File: src/rtl/core/cgapv_pkg.sv
`default_nettype none

package cgapv_pkg;

    // Default vector length.
    localparam int GENES_DEFAULT = 32;

    // Probability format and bounds in Q0.16.
    localparam int          PROB_W    = 16;
    localparam logic [15:0] PROB_MIN  = 16'd1;
    localparam logic [15:0] PROB_MAX  = 16'd65535;
    localparam logic [15:0] PROB_HALF = 16'd32768;

    // Random generator.
    localparam logic [31:0] LFSR_MASK  = 32'h8020_0003;
    localparam logic [31:0] LFSR_RESET = 32'd1;

    // Command mode codes.
    localparam logic [1:0] MODE_UPDATE  = 2'd0;
    localparam logic [1:0] MODE_SAMPLE  = 2'd1;
    localparam logic [1:0] MODE_RESTART = 2'd2;

    // Configuration register indexes and reset values.
    localparam logic        REG_STEP   = 1'b0;
    localparam logic        REG_SEED   = 1'b1;
    localparam logic [15:0] STEP_RESET = 16'd655;

    // Command transaction.
    typedef struct packed {
        logic [1:0]  mode;
        logic [31:0] winner_bits;
        logic [31:0] loser_bits;
    } cmd_t;

    // Result transaction.
    typedef struct packed {
        logic [31:0] sample_bits;
        logic        converged;
    } result_t;

    // Operands handed to the gene unit for the gene at the head of the chain.
    typedef struct packed {
        logic [1:0]  mode;
        logic        win;
        logic        lose;
        logic [15:0] step;
        logic [31:0] lfsr;
    } gene_ctl_t;

    // What the gene unit returns for that gene.
    typedef struct packed {
        logic [15:0] prob;
        logic [31:0] lfsr;
        logic        sample_bit;
        logic        at_bound;
    } gene_res_t;

endpackage

`default_nettype wire

File: src/rtl/core/cgapv_cell.sv
`default_nettype none

// One probability entry of the ring. When the ring rotates it takes the
// value of its neighbor further down the chain.
module cgapv_cell (
    input  wire logic        clk,
    input  wire logic        rst_n,
    input  wire logic        shift,
    input  wire logic [15:0] d,
    output logic      [15:0] q
);

    logic [15:0] prob_reg;

    // Entry register, reset to one half.
    always_ff @(posedge clk or negedge rst_n)
    begin
        if (!rst_n)
        begin
            prob_reg <= cgapv_pkg::PROB_HALF;
        end
        else if (shift)
        begin
            prob_reg <= d;
        end
    end

    assign q = prob_reg;

endmodule

`default_nettype wire

File: src/rtl/core/cgapv_gene_unit.sv
`default_nettype none

// Processes the gene at the head of the chain: update, sample draw or
// restart, and reports whether the new value sits on a bound.
module cgapv_gene_unit (
    input  wire logic                 [15:0] prob,
    input  wire cgapv_pkg::gene_ctl_t        ctl,
    output cgapv_pkg::gene_res_t             res
);

    logic [16:0] sum;
    logic [15:0] up_val;
    logic [15:0] down_val;
    logic [15:0] upd_val;
    logic [31:0] lfsr_step;

    // Saturating step up and down.
    always_comb
    begin
        sum      = {1'b0, prob} + {1'b0, ctl.step};
        up_val   = sum[16] ? cgapv_pkg::PROB_MAX : sum[15:0];
        down_val = (prob <= ctl.step) ? cgapv_pkg::PROB_MIN : (prob - ctl.step);
        if (ctl.win && !ctl.lose)
        begin
            upd_val = up_val;
        end
        else if (!ctl.win && ctl.lose)
        begin
            upd_val = down_val;
        end
        else
        begin
            upd_val = prob;
        end
    end

    // One Galois step of the random generator.
    assign lfsr_step = (ctl.lfsr >> 1) ^ (ctl.lfsr[0] ? cgapv_pkg::LFSR_MASK : 32'd0);

    // Mode decode.
    always_comb
    begin
        res.prob       = prob;
        res.lfsr       = ctl.lfsr;
        res.sample_bit = 1'b0;
        unique case (ctl.mode)
            cgapv_pkg::MODE_UPDATE:
            begin
                res.prob = upd_val;
            end
            cgapv_pkg::MODE_SAMPLE:
            begin
                res.lfsr       = lfsr_step;
                res.sample_bit = prob > lfsr_step[15:0];
            end
            cgapv_pkg::MODE_RESTART:
            begin
                res.prob = cgapv_pkg::PROB_HALF;
            end
            default:
            begin
                res.prob = prob;
            end
        endcase
        res.at_bound = (res.prob == cgapv_pkg::PROB_MIN) ||
                       (res.prob == cgapv_pkg::PROB_MAX);
    end

endmodule

`default_nettype wire

File: src/rtl/core/compact_ga_probability_vector.sv
`default_nettype none

// Compact genetic algorithm probability vector.
// The GENES probabilities (Q0.16, reset to one half) live in a ring of cells.
// A command transaction is accepted at a clock edge with start high and busy
// low; cmd.mode selects update (move each gene whose winner and loser bits
// differ by the step register, saturating to [1, 65535]), sample (draw one
// 16-bit number per gene from a 32-bit Galois LFSR) or restart (all to one
// half). While busy the ring rotates once per cycle and the gene at its head
// passes through the single gene unit, one gene after another.
// The result transaction is shown on result for one cycle with done high,
// once the last gene has left the gene unit; a new command may be accepted in
// that same cycle, but never while a pass is still running.
// The receiver cannot stall; it must take the result when done is high.
// Configuration writes (cfg_we, cfg_index, cfg_data) take effect at once; a
// seed write reloads the LFSR (zero loads one) but is lost during a pass.
// Reset sets every probability to one half, the step to 655 and the LFSR to 1.
module compact_ga_probability_vector #(
    parameter int GENES = cgapv_pkg::GENES_DEFAULT
) (
    input  wire logic               clk,
    input  wire logic               rst_n,
    input  wire logic               start,
    output logic                    busy,
    input  wire cgapv_pkg::cmd_t    cmd,
    output logic                    done,
    output cgapv_pkg::result_t      result,
    input  wire logic               cfg_we,
    input  wire logic               cfg_index,
    input  wire logic [31:0]        cfg_data
);

    localparam int CNT_W = (GENES > 1) ? $clog2(GENES) : 1;
    localparam logic [CNT_W-1:0] LAST = CNT_W'(GENES - 1);

    typedef enum logic {
        ST_IDLE,
        ST_RUN
    } state_t;

    state_t                state_reg;
    logic [CNT_W-1:0]      cnt_reg;
    logic [1:0]            mode_reg;
    logic [31:0]           win_reg;
    logic [31:0]           lose_reg;
    logic [31:0]           mask_reg;
    logic [31:0]           sample_reg;
    logic                  conv_reg;
    logic [15:0]           step_reg;
    logic [31:0]           lfsr_reg;
    logic                  done_reg;
    cgapv_pkg::result_t    result_reg;

    logic [15:0]           prob [GENES];
    logic                  shift;
    cgapv_pkg::gene_ctl_t  ctl;
    cgapv_pkg::gene_res_t  res;

    assign shift = (state_reg == ST_RUN);

    // Ring of cells: each takes its upper neighbor, the last takes the
    // processed head value.
    for (genvar k = 0; k < GENES; k++)
    begin : g_cell
        logic [15:0] d;
        if (k == GENES - 1)
        begin : g_tail
            assign d = res.prob;
        end
        else
        begin : g_mid
            assign d = prob[k+1];
        end
        cgapv_cell u_cell (
            .clk   (clk),
            .rst_n (rst_n),
            .shift (shift),
            .d     (d),
            .q     (prob[k])
        );
    end

    // Operands for the head gene.
    always_comb
    begin
        ctl.mode = mode_reg;
        ctl.win  = win_reg[0];
        ctl.lose = lose_reg[0];
        ctl.step = step_reg;
        ctl.lfsr = lfsr_reg;
    end

    cgapv_gene_unit u_gene (
        .prob (prob[0]),
        .ctl  (ctl),
        .res  (res)
    );

    // Sequencer, configuration registers and registered result.
    always_ff @(posedge clk or negedge rst_n)
    begin
        if (!rst_n)
        begin
            state_reg  <= ST_IDLE;
            cnt_reg    <= '0;
            mode_reg   <= cgapv_pkg::MODE_UPDATE;
            win_reg    <= '0;
            lose_reg   <= '0;
            mask_reg   <= '0;
            sample_reg <= '0;
            conv_reg   <= 1'b0;
            step_reg   <= cgapv_pkg::STEP_RESET;
            lfsr_reg   <= cgapv_pkg::LFSR_RESET;
            done_reg   <= 1'b0;
            result_reg <= '0;
        end
        else
        begin
            // The strobe follows the last gene of a pass.
            done_reg <= (state_reg == ST_RUN) && (cnt_reg == LAST);
            if (cfg_we)
            begin
                unique case (cfg_index)
                    cgapv_pkg::REG_STEP:
                    begin
                        step_reg <= cfg_data[15:0];
                    end
                    cgapv_pkg::REG_SEED:
                    begin
                        lfsr_reg <= (cfg_data == 32'd0) ? cgapv_pkg::LFSR_RESET : cfg_data;
                    end
                    default:
                    begin
                        step_reg <= step_reg;
                    end
                endcase
            end
            unique case (state_reg)
                ST_IDLE:
                begin
                    if (start)
                    begin
                        state_reg  <= ST_RUN;
                        cnt_reg    <= '0;
                        mode_reg   <= cmd.mode;
                        win_reg    <= cmd.winner_bits;
                        lose_reg   <= cmd.loser_bits;
                        mask_reg   <= 32'd1;
                        sample_reg <= '0;
                        conv_reg   <= 1'b1;
                    end
                end
                ST_RUN:
                begin
                    lfsr_reg   <= res.lfsr;
                    win_reg    <= win_reg >> 1;
                    lose_reg   <= lose_reg >> 1;
                    mask_reg   <= mask_reg << 1;
                    sample_reg <= sample_reg | (mask_reg & {32{res.sample_bit}});
                    conv_reg   <= conv_reg & res.at_bound;
                    cnt_reg    <= cnt_reg + 1'b1;
                    if (cnt_reg == LAST)
                    begin
                        state_reg              <= ST_IDLE;
                        result_reg.sample_bits <= sample_reg |
                                                  (mask_reg & {32{res.sample_bit}});
                        result_reg.converged   <= conv_reg & res.at_bound;
                    end
                end
                default:
                begin
                    state_reg <= ST_IDLE;
                end
            endcase
        end
    end

    assign busy   = (state_reg == ST_RUN);
    assign done   = done_reg;
    assign result = result_reg;

    // A result never appears while a command is still in progress.
    assert property (@(posedge clk) disable iff (!rst_n) done |-> !busy)
        else $error("result strobe while busy");

    // An accepted command always starts a pass.
    assert property (@(posedge clk) disable iff (!rst_n) start && !busy |=> busy)
        else $error("accepted command did not start");

    // Only a sample command reports drawn bits.
    assert property (@(posedge clk) disable iff (!rst_n)
        done && (mode_reg != cgapv_pkg::MODE_SAMPLE) |-> result.sample_bits == 32'd0)
        else $error("sample bits outside sample mode");

    // After a restart every entry is one half, so the vector is not converged.
    assert property (@(posedge clk) disable iff (!rst_n)
        done && (mode_reg == cgapv_pkg::MODE_RESTART) |-> !result.converged)
        else $error("converged reported after restart");

endmodule

`default_nettype wire

File: config.mk
export PLATFORM = sky130hd
export DESIGN_NAME = compact_ga_probability_vector
export DESIGN_NICKNAME = d
export VERILOG_FILES = /design/src/rtl/core/cgapv_pkg.sv /design/src/rtl/core/cgapv_cell.sv /design/src/rtl/core/cgapv_gene_unit.sv /design/src/rtl/core/compact_ga_probability_vector.sv
export SDC_FILE = /design/constraint.sdc
export NUM_CORES = 1
export LEC_CHECK = 0
export ABC_CLOCK_PERIOD_IN_PS = 6600
export BUFFER_PORTS_ARGS = -buffer_cell sky130_fd_sc_hd__buf_2
export CORE_MARGIN = 2
export CORE_UTILIZATION = 40
export CTS_CLUSTER_SIZE = 30
export DETAILED_ROUTE_END_ITERATION = 10
export HOLD_SLACK_MARGIN = 0.05
export MAX_ROUTING_LAYER = met4
export PLACE_DENSITY = 0.65
export SLEW_MARGIN = 20
export SYNTH_ARGS = -nofsm -noshare
export SYNTH_HDL_FRONTEND = slang
export SYNTH_SLANG_ARGS = --single-unit
File: constraint.sdc
create_clock -name clk -period 6.6 [get_ports clk]
set_clock_uncertainty 0.15 [all_clocks]
set_input_delay 0 -clock clk [delete_from_list [all_inputs] [get_ports clk]]
set_output_delay 0 -clock clk [all_outputs]
set_load 0.005 [all_outputs]
Yosys cells after proc, flatten, opt, wreduce, memory -nomap -nowiden
Cells that the tools add are included.

Add/subtract/negate cells: 3. Magnitude comparators: 2. Equality and inequality tests: 7. Muxes and demuxes: 26. Bitwise gates (word level): 6. Reductions and logical operators: 14.

Operators by type and width (number): 32-bit two-way mux (9); 32-bit case mux with 2 select lines (4); 16-bit two-way mux (4); 33-bit two-way mux (1); 32-bit bitwise AND (1); 32-bit logical NOT (1); 32-bit OR (1); 16-bit case mux with 2 select lines (1); 31-bit by 32-bit bitwise XOR with 32-bit output (1); 16-bit by 16-bit adder with 17-bit output (1); 16-bit by 1-bit == test with 1-bit output (second input constant) (1); 16-bit == test (second input constant) (1); 16-bit greater-than comparator (1); 16-bit <= comparator (1); 16-bit subtractor (1); 5-bit case mux with 2 select lines (1); 2-bit AND reduction (3); 5-bit by 1-bit adder with 5-bit output (second input constant) (1); 5-bit == test (second input constant) (1); 5-bit two-way mux (1); 1-bit case mux with 2 select lines (2); 2-bit nonzero test (2); 1-bit logical AND (3); 1-bit two-way mux (3); other kinds (10) (12).

Register bits: 731.

Longest topological paths before layout
Depth in word-level cells: 9. Gate-level depth with buffers: 14. Depth with buffers taken out: 13.

Hierarchy
A second synthesis with hierarchy kept.

Cell total of the unflattened synthesis: 2469. Area, all modules: 33503.4 µm².

Modules (own cells, without submodules): cgapv_cell (instances 32, cells each 34, area each 650.6 µm²); compact_ga_probability_vector (instances 1, cells each 881, area each 9251.4 µm²); cgapv_gene_unit (instances 1, cells each 500, area each 3432.0 µm²).

Worst setup path after synthesis
Ideal clock, no wire load.

Path kind: register to register. Start point: register g_cell[0].u_cell.prob_reg[0]. End point: register result_reg (netlist bit result[0]). Setup time: 0.073 ns. Arrival: 3.472 ns. Slack: 2.905 ns. Stages on the path, launching flop included: 15. Path buffers: 1. Path through: dfrtp_1 -> inv_1 -> ha_1 -> fa_1 -> nand2b_1 -> a211oi_2 -> o21ai_1 -> a211oi_4 -> buf_6 -> a31oi_1 -> a21oi_2 -> nand4_1 -> or4b_1 -> or4_4 -> a2bb2oi_2.

Word-level cells in the longest chain between the ends: 8. Elaborated cells between the ends (all ways): 12.

RTL lines: start, declared (RTL line cgapv_cell.sv:13) `logic [15:0] prob_reg;`; start signal, assigned (RTL line cgapv_cell.sv:20) `prob_reg <= cgapv_pkg::PROB_HALF;`; 16-bit subtractor / 16-bit <= comparator (equally long branches) (RTL line cgapv_gene_unit.sv:22) `down_val = (prob <= ctl.step) ? cgapv_pkg::PROB_MIN : (prob - ctl.step);`; 16-bit two-way mux (RTL line cgapv_gene_unit.sv:22); 16-bit two-way mux (RTL line cgapv_gene_unit.sv:27) `else if (!ctl.win && ctl.lose)`; 16-bit two-way mux (RTL line cgapv_gene_unit.sv:23) `if (ctl.win && !ctl.lose)`; 16-bit case mux with 2 select lines * (RTL line cgapv_gene_unit.sv:46) `unique case (ctl.mode)`; 16-bit by 1-bit == test with 1-bit output / 16-bit == test (equally long branches) (RTL line cgapv_gene_unit.sv:65, cgapv_gene_unit.sv:66); 1-bit logical OR * (RTL line cgapv_gene_unit.sv:65) `res.at_bound = (res.prob == cgapv_pkg::PROB_MIN) ||`; 1-bit bitwise AND * (RTL line compact_ga_probability_vector.sv:167) `result_reg.converged <= conv_reg & res.at_bound;`; end, declared (RTL line compact_ga_probability_vector.sv:52) `cgapv_pkg::result_t result_reg;`.

Mark *: on every way between the ends. The rest lies on a longest branch, timed or not. A chain may end at the register's enable or synchronous reset.

Final worst setup path
Start point: register g_cell[0].u_cell.prob_reg[11]. End point: register result_reg (netlist bit result[0]).

The elaborated chain is that of the path after synthesis.

==> metrics.yaml <==
routing:
  first_pass_iters: 5
  wirelength_um: 70780
  drt-wirelength-per-cell_um: 18.33
  via_count: 20040
  ant_nets: 0
  drc: 0
  first_iter_violations: 1270
  viasPerCell: 5.191
global_routing:
  use_met1_pct: 24.37
  grt_first_pass_wirelength_um: 114700
  grt_max_degree: 214
  grtUsageMet2_pct: 28.76
  busiest_layer: "met2"
  met3_usage_pct: 3.312
  track_usage_pct: 18.57
  overflow: 0
  antenna_found_initial: 4
  grt_pass1_vias: 20890
sta:
  max_freq_mhz: 203.5
  tns_ns: 0
  slew_headroom_pct: 15.34
  rsz0062_at_grt: "no"
  post-route-period-util_pct: 74.44
  hold_viol_final: 0
  maxSlewViolCount: 0
  worst_pin_slew_ns: 1.270
  period_minus_slack_ns: 4.913
  setup_viol_count_final: 0
logic_synthesis:
  async_flop_share_pct: 100.0
  netlist_instances: 2477
  synth_top_flop_cell: "dfrtp_1"
  synth-edff-count: 0
  synth_area_um2: 31000
  ys_seq_elements: 731
  synth_cell_types: 78
  ys_seq_area_share_pct: 59.16
  syn_nets: 2632
  syn_area_per_cell_um2: 12.52
  ys_warn_count: 0
power_and_ir_drop:
  p_leak_nw: 18.01
  power_density_nw_per_um2: 418.2
  ir_drop_mv: 0.1940
critical_path:
  required_ns: 7.00
  cp-start-kind: "register"
  cp.arrival_ns: 5.31
  r2r-start: "g_cell[0].u_cell.q[11]$_DFFE_PN0P_"
  path_class: "register to register"
  cp_top_family: "simple AND/OR/NAND/NOR gates"
  setup.worst_path.start: "g_cell[0].u_cell.q[11]$_DFFE_PN0P_"
  critPathBufInv: 0
  end_kind: "register"
  cp_max_fo: 15
  critical-path-max-stage-delay_ns: 0.80
  crit_chain: "ha_1 -> nand2_1 -> nor4_2 -> o21ai_1 -> a211oi_4 -> a31oi_1 -> a21oi_1 -> nand4_1 -> or4b_1 -> or4_4 -> a2bb2oi_2"
  cpMaxStageDelayCell: "a211oi_4"
final_layout:
  largest_register_ffs: 512
  drive_gt1_share_pct: 30.35
  nets: 2909
  final_area_um2: 37250
  area_delta_synth_final_pct: 20.17
  nFillCells: 6769
clock_tree:
  cts_resized: 0
  cts_buffer_depth: 3
  clock_latency_ns: 0.64
  root_buffer: "clkbuf_16"
  path_clk_slew_ns: 0.07
  htreeDepth: 3
  cts.sinks: 731
  cts_tree: "built"
  cts_buffers: 77
floorplan:
  chipHeight_um: 282.4
  fp.dieW_um: 282.4
  start_util_pct: 40.22
  core_um2: 77080
  num_rows: 102
  die_area_um2: 79740
  io_pins: 138
outcome:
  outcome: "finished clean"
hold_path:
  holdCritPathClass: "primary input to register"
  min_from: "cmd[10]"
placement:
  dpl.hpwl_um: 43600
  gp_congestion: 0.8453
  place_area_um2: 32640
  portBuffers: 137
flow_run:
  drv_cap: 0
final cells by class:
type,instances,area (µm²),area share [%]
repair buffers,344,2803,7.523
diodes,4,10.01,0.02687
clock inverters,30,419.2,1.125
flip-flops and latches,731,18350,49.24
inverters,49,185.2,0.4971
well taps,1040,1301,3.493
clock buffers,112,2280,6.119
multi-input cells,1551,11910,31.97
through the flow:
stage	power (mW)	hold WS, ns	worst slack (ns)	std cells	util, %
CTS	15.74	0.05108	1.664	3857	48.31
finish	15.58	0.06096	1.687	3861	48.33
global route	16.57	0.07918	1.378	3861	48.33
detailed placement	10.93	0.04766	1.706	3527	42.34
floorplan	9.615	-0.4456	2.905	2477	-
global placement	10.82	0.02384	1.751	3527	42.34
power breakdown:
group	internal (mW)	total [mW]	switching, mW
Combinational	2.02	4.19	2.17
Sequential	5.98	6.84	0.862
Clock	2.73	4.55	1.82
Total	10.7	15.6	4.85
cells by family (layout without fill, tap and decap cells):
| logic type | count (synthesis) | in the layout | synth area share, % |
|---|---|---|---|
| multiplexers | 575 | 575 | 20.60 |
| other | 0 | 4 | 0 |
| flip-flops | 731 | 731 | 59.16 |
| XOR/XNOR | 18 | 18 | 0.5086 |
| AND/OR/NAND/NOR | 470 | 470 | 6.805 |
| adder cells (fa/ha/maj) | 52 | 52 | 2.147 |
| buffers and inverters | 195 | 535 | 2.474 |
| AO/OA/AOI/OAI | 436 | 436 | 8.298 |
synthesized netlist by cell type, types with 12 or more instances:
cell type    n  area, µm²
dfrtp_1    692      17320
mux2_2     505       5687
nand2_1    230      863.3
o21ai_0    194      970.9
clkbuf_1   131      491.7
a21oi_1    116      580.6
nor2_1     109      409.1
mux2i_1     70      700.7
ha_1        50      625.6
inv_1       48      180.2
nand2b_1    44      275.3
dfstp_2     39       1025
a22oi_1     27      202.7
xnor2_1     15      131.4
nand3_1     14      70.07
nor2b_1     13      81.33
a31oi_1     12      75.07
nor3_1      12      60.06
nor4_1      12      75.07
per-layer routing:
layer | vias to the layer above | routed length [µm]
li1 | 9290 | -
met1 | 10130 | 31820
met2 | 445 | 33260
met3 | 174 | 3323
met4 | 0 | 2373
met5 | - | 0
placed cells by master (no fill, tap or decap), types with 10 or more instances in the layout:
master,count
buf_4,15
inv_1,48
clkbuf_1,14
dlygate4sd3_1,187
clkbuf_16,78
buf_2,135
a21oi_1,116
ha_1,50
nor3_1,12
o21ai_0,194
o21a_1,10
nor2b_1,12
nand4_1,10
a22oi_1,27
nand2_1,229
clkinv_2,15
mux2_2,505
mux2i_1,70
xnor2_1,15
dfrtp_1,691
a21o_1,10
nand3_1,14
a31oi_1,11
clkbuf_8,20
dfstp_2,39
nor4_1,12
nand2b_1,44
nor2_1,108
tightest hold or removal path: cells and delay by family:
kind                   cells  cell delay (ns)
AO/OA/AOI/OAI              1             0.14
buffers and inverters      2             0.61
multiplexers               1             0.05
repair_timing:
action | CTS | global route
hold buffers | 188 | 0
endpoints found under the hold margin | 269 | 0
buffers inserted | 0 | 0
worst paths after layout:
check | endpoint | slack, ns | cells after the start
min reg2reg | win_reg[24]$_DFFE_PN0P_ | 0.32 | 2
min | lose_reg[10]$_DFFE_PN0P_ | 0.06 | 4
max | result[0]$_DFFE_PN0P_ | 1.69 | 11
max reg2reg | result[0]$_DFFE_PN0P_ | 1.69 | 11
max in group asynchronous | g_cell[18].u_cell.q[8]$_DFFE_PN0P_ | 4.89 | 4
min in group asynchronous | mask_reg[19]$_DFFE_PN0P_ | 0.53 | 4
Power figures use the tool's default switching activity.
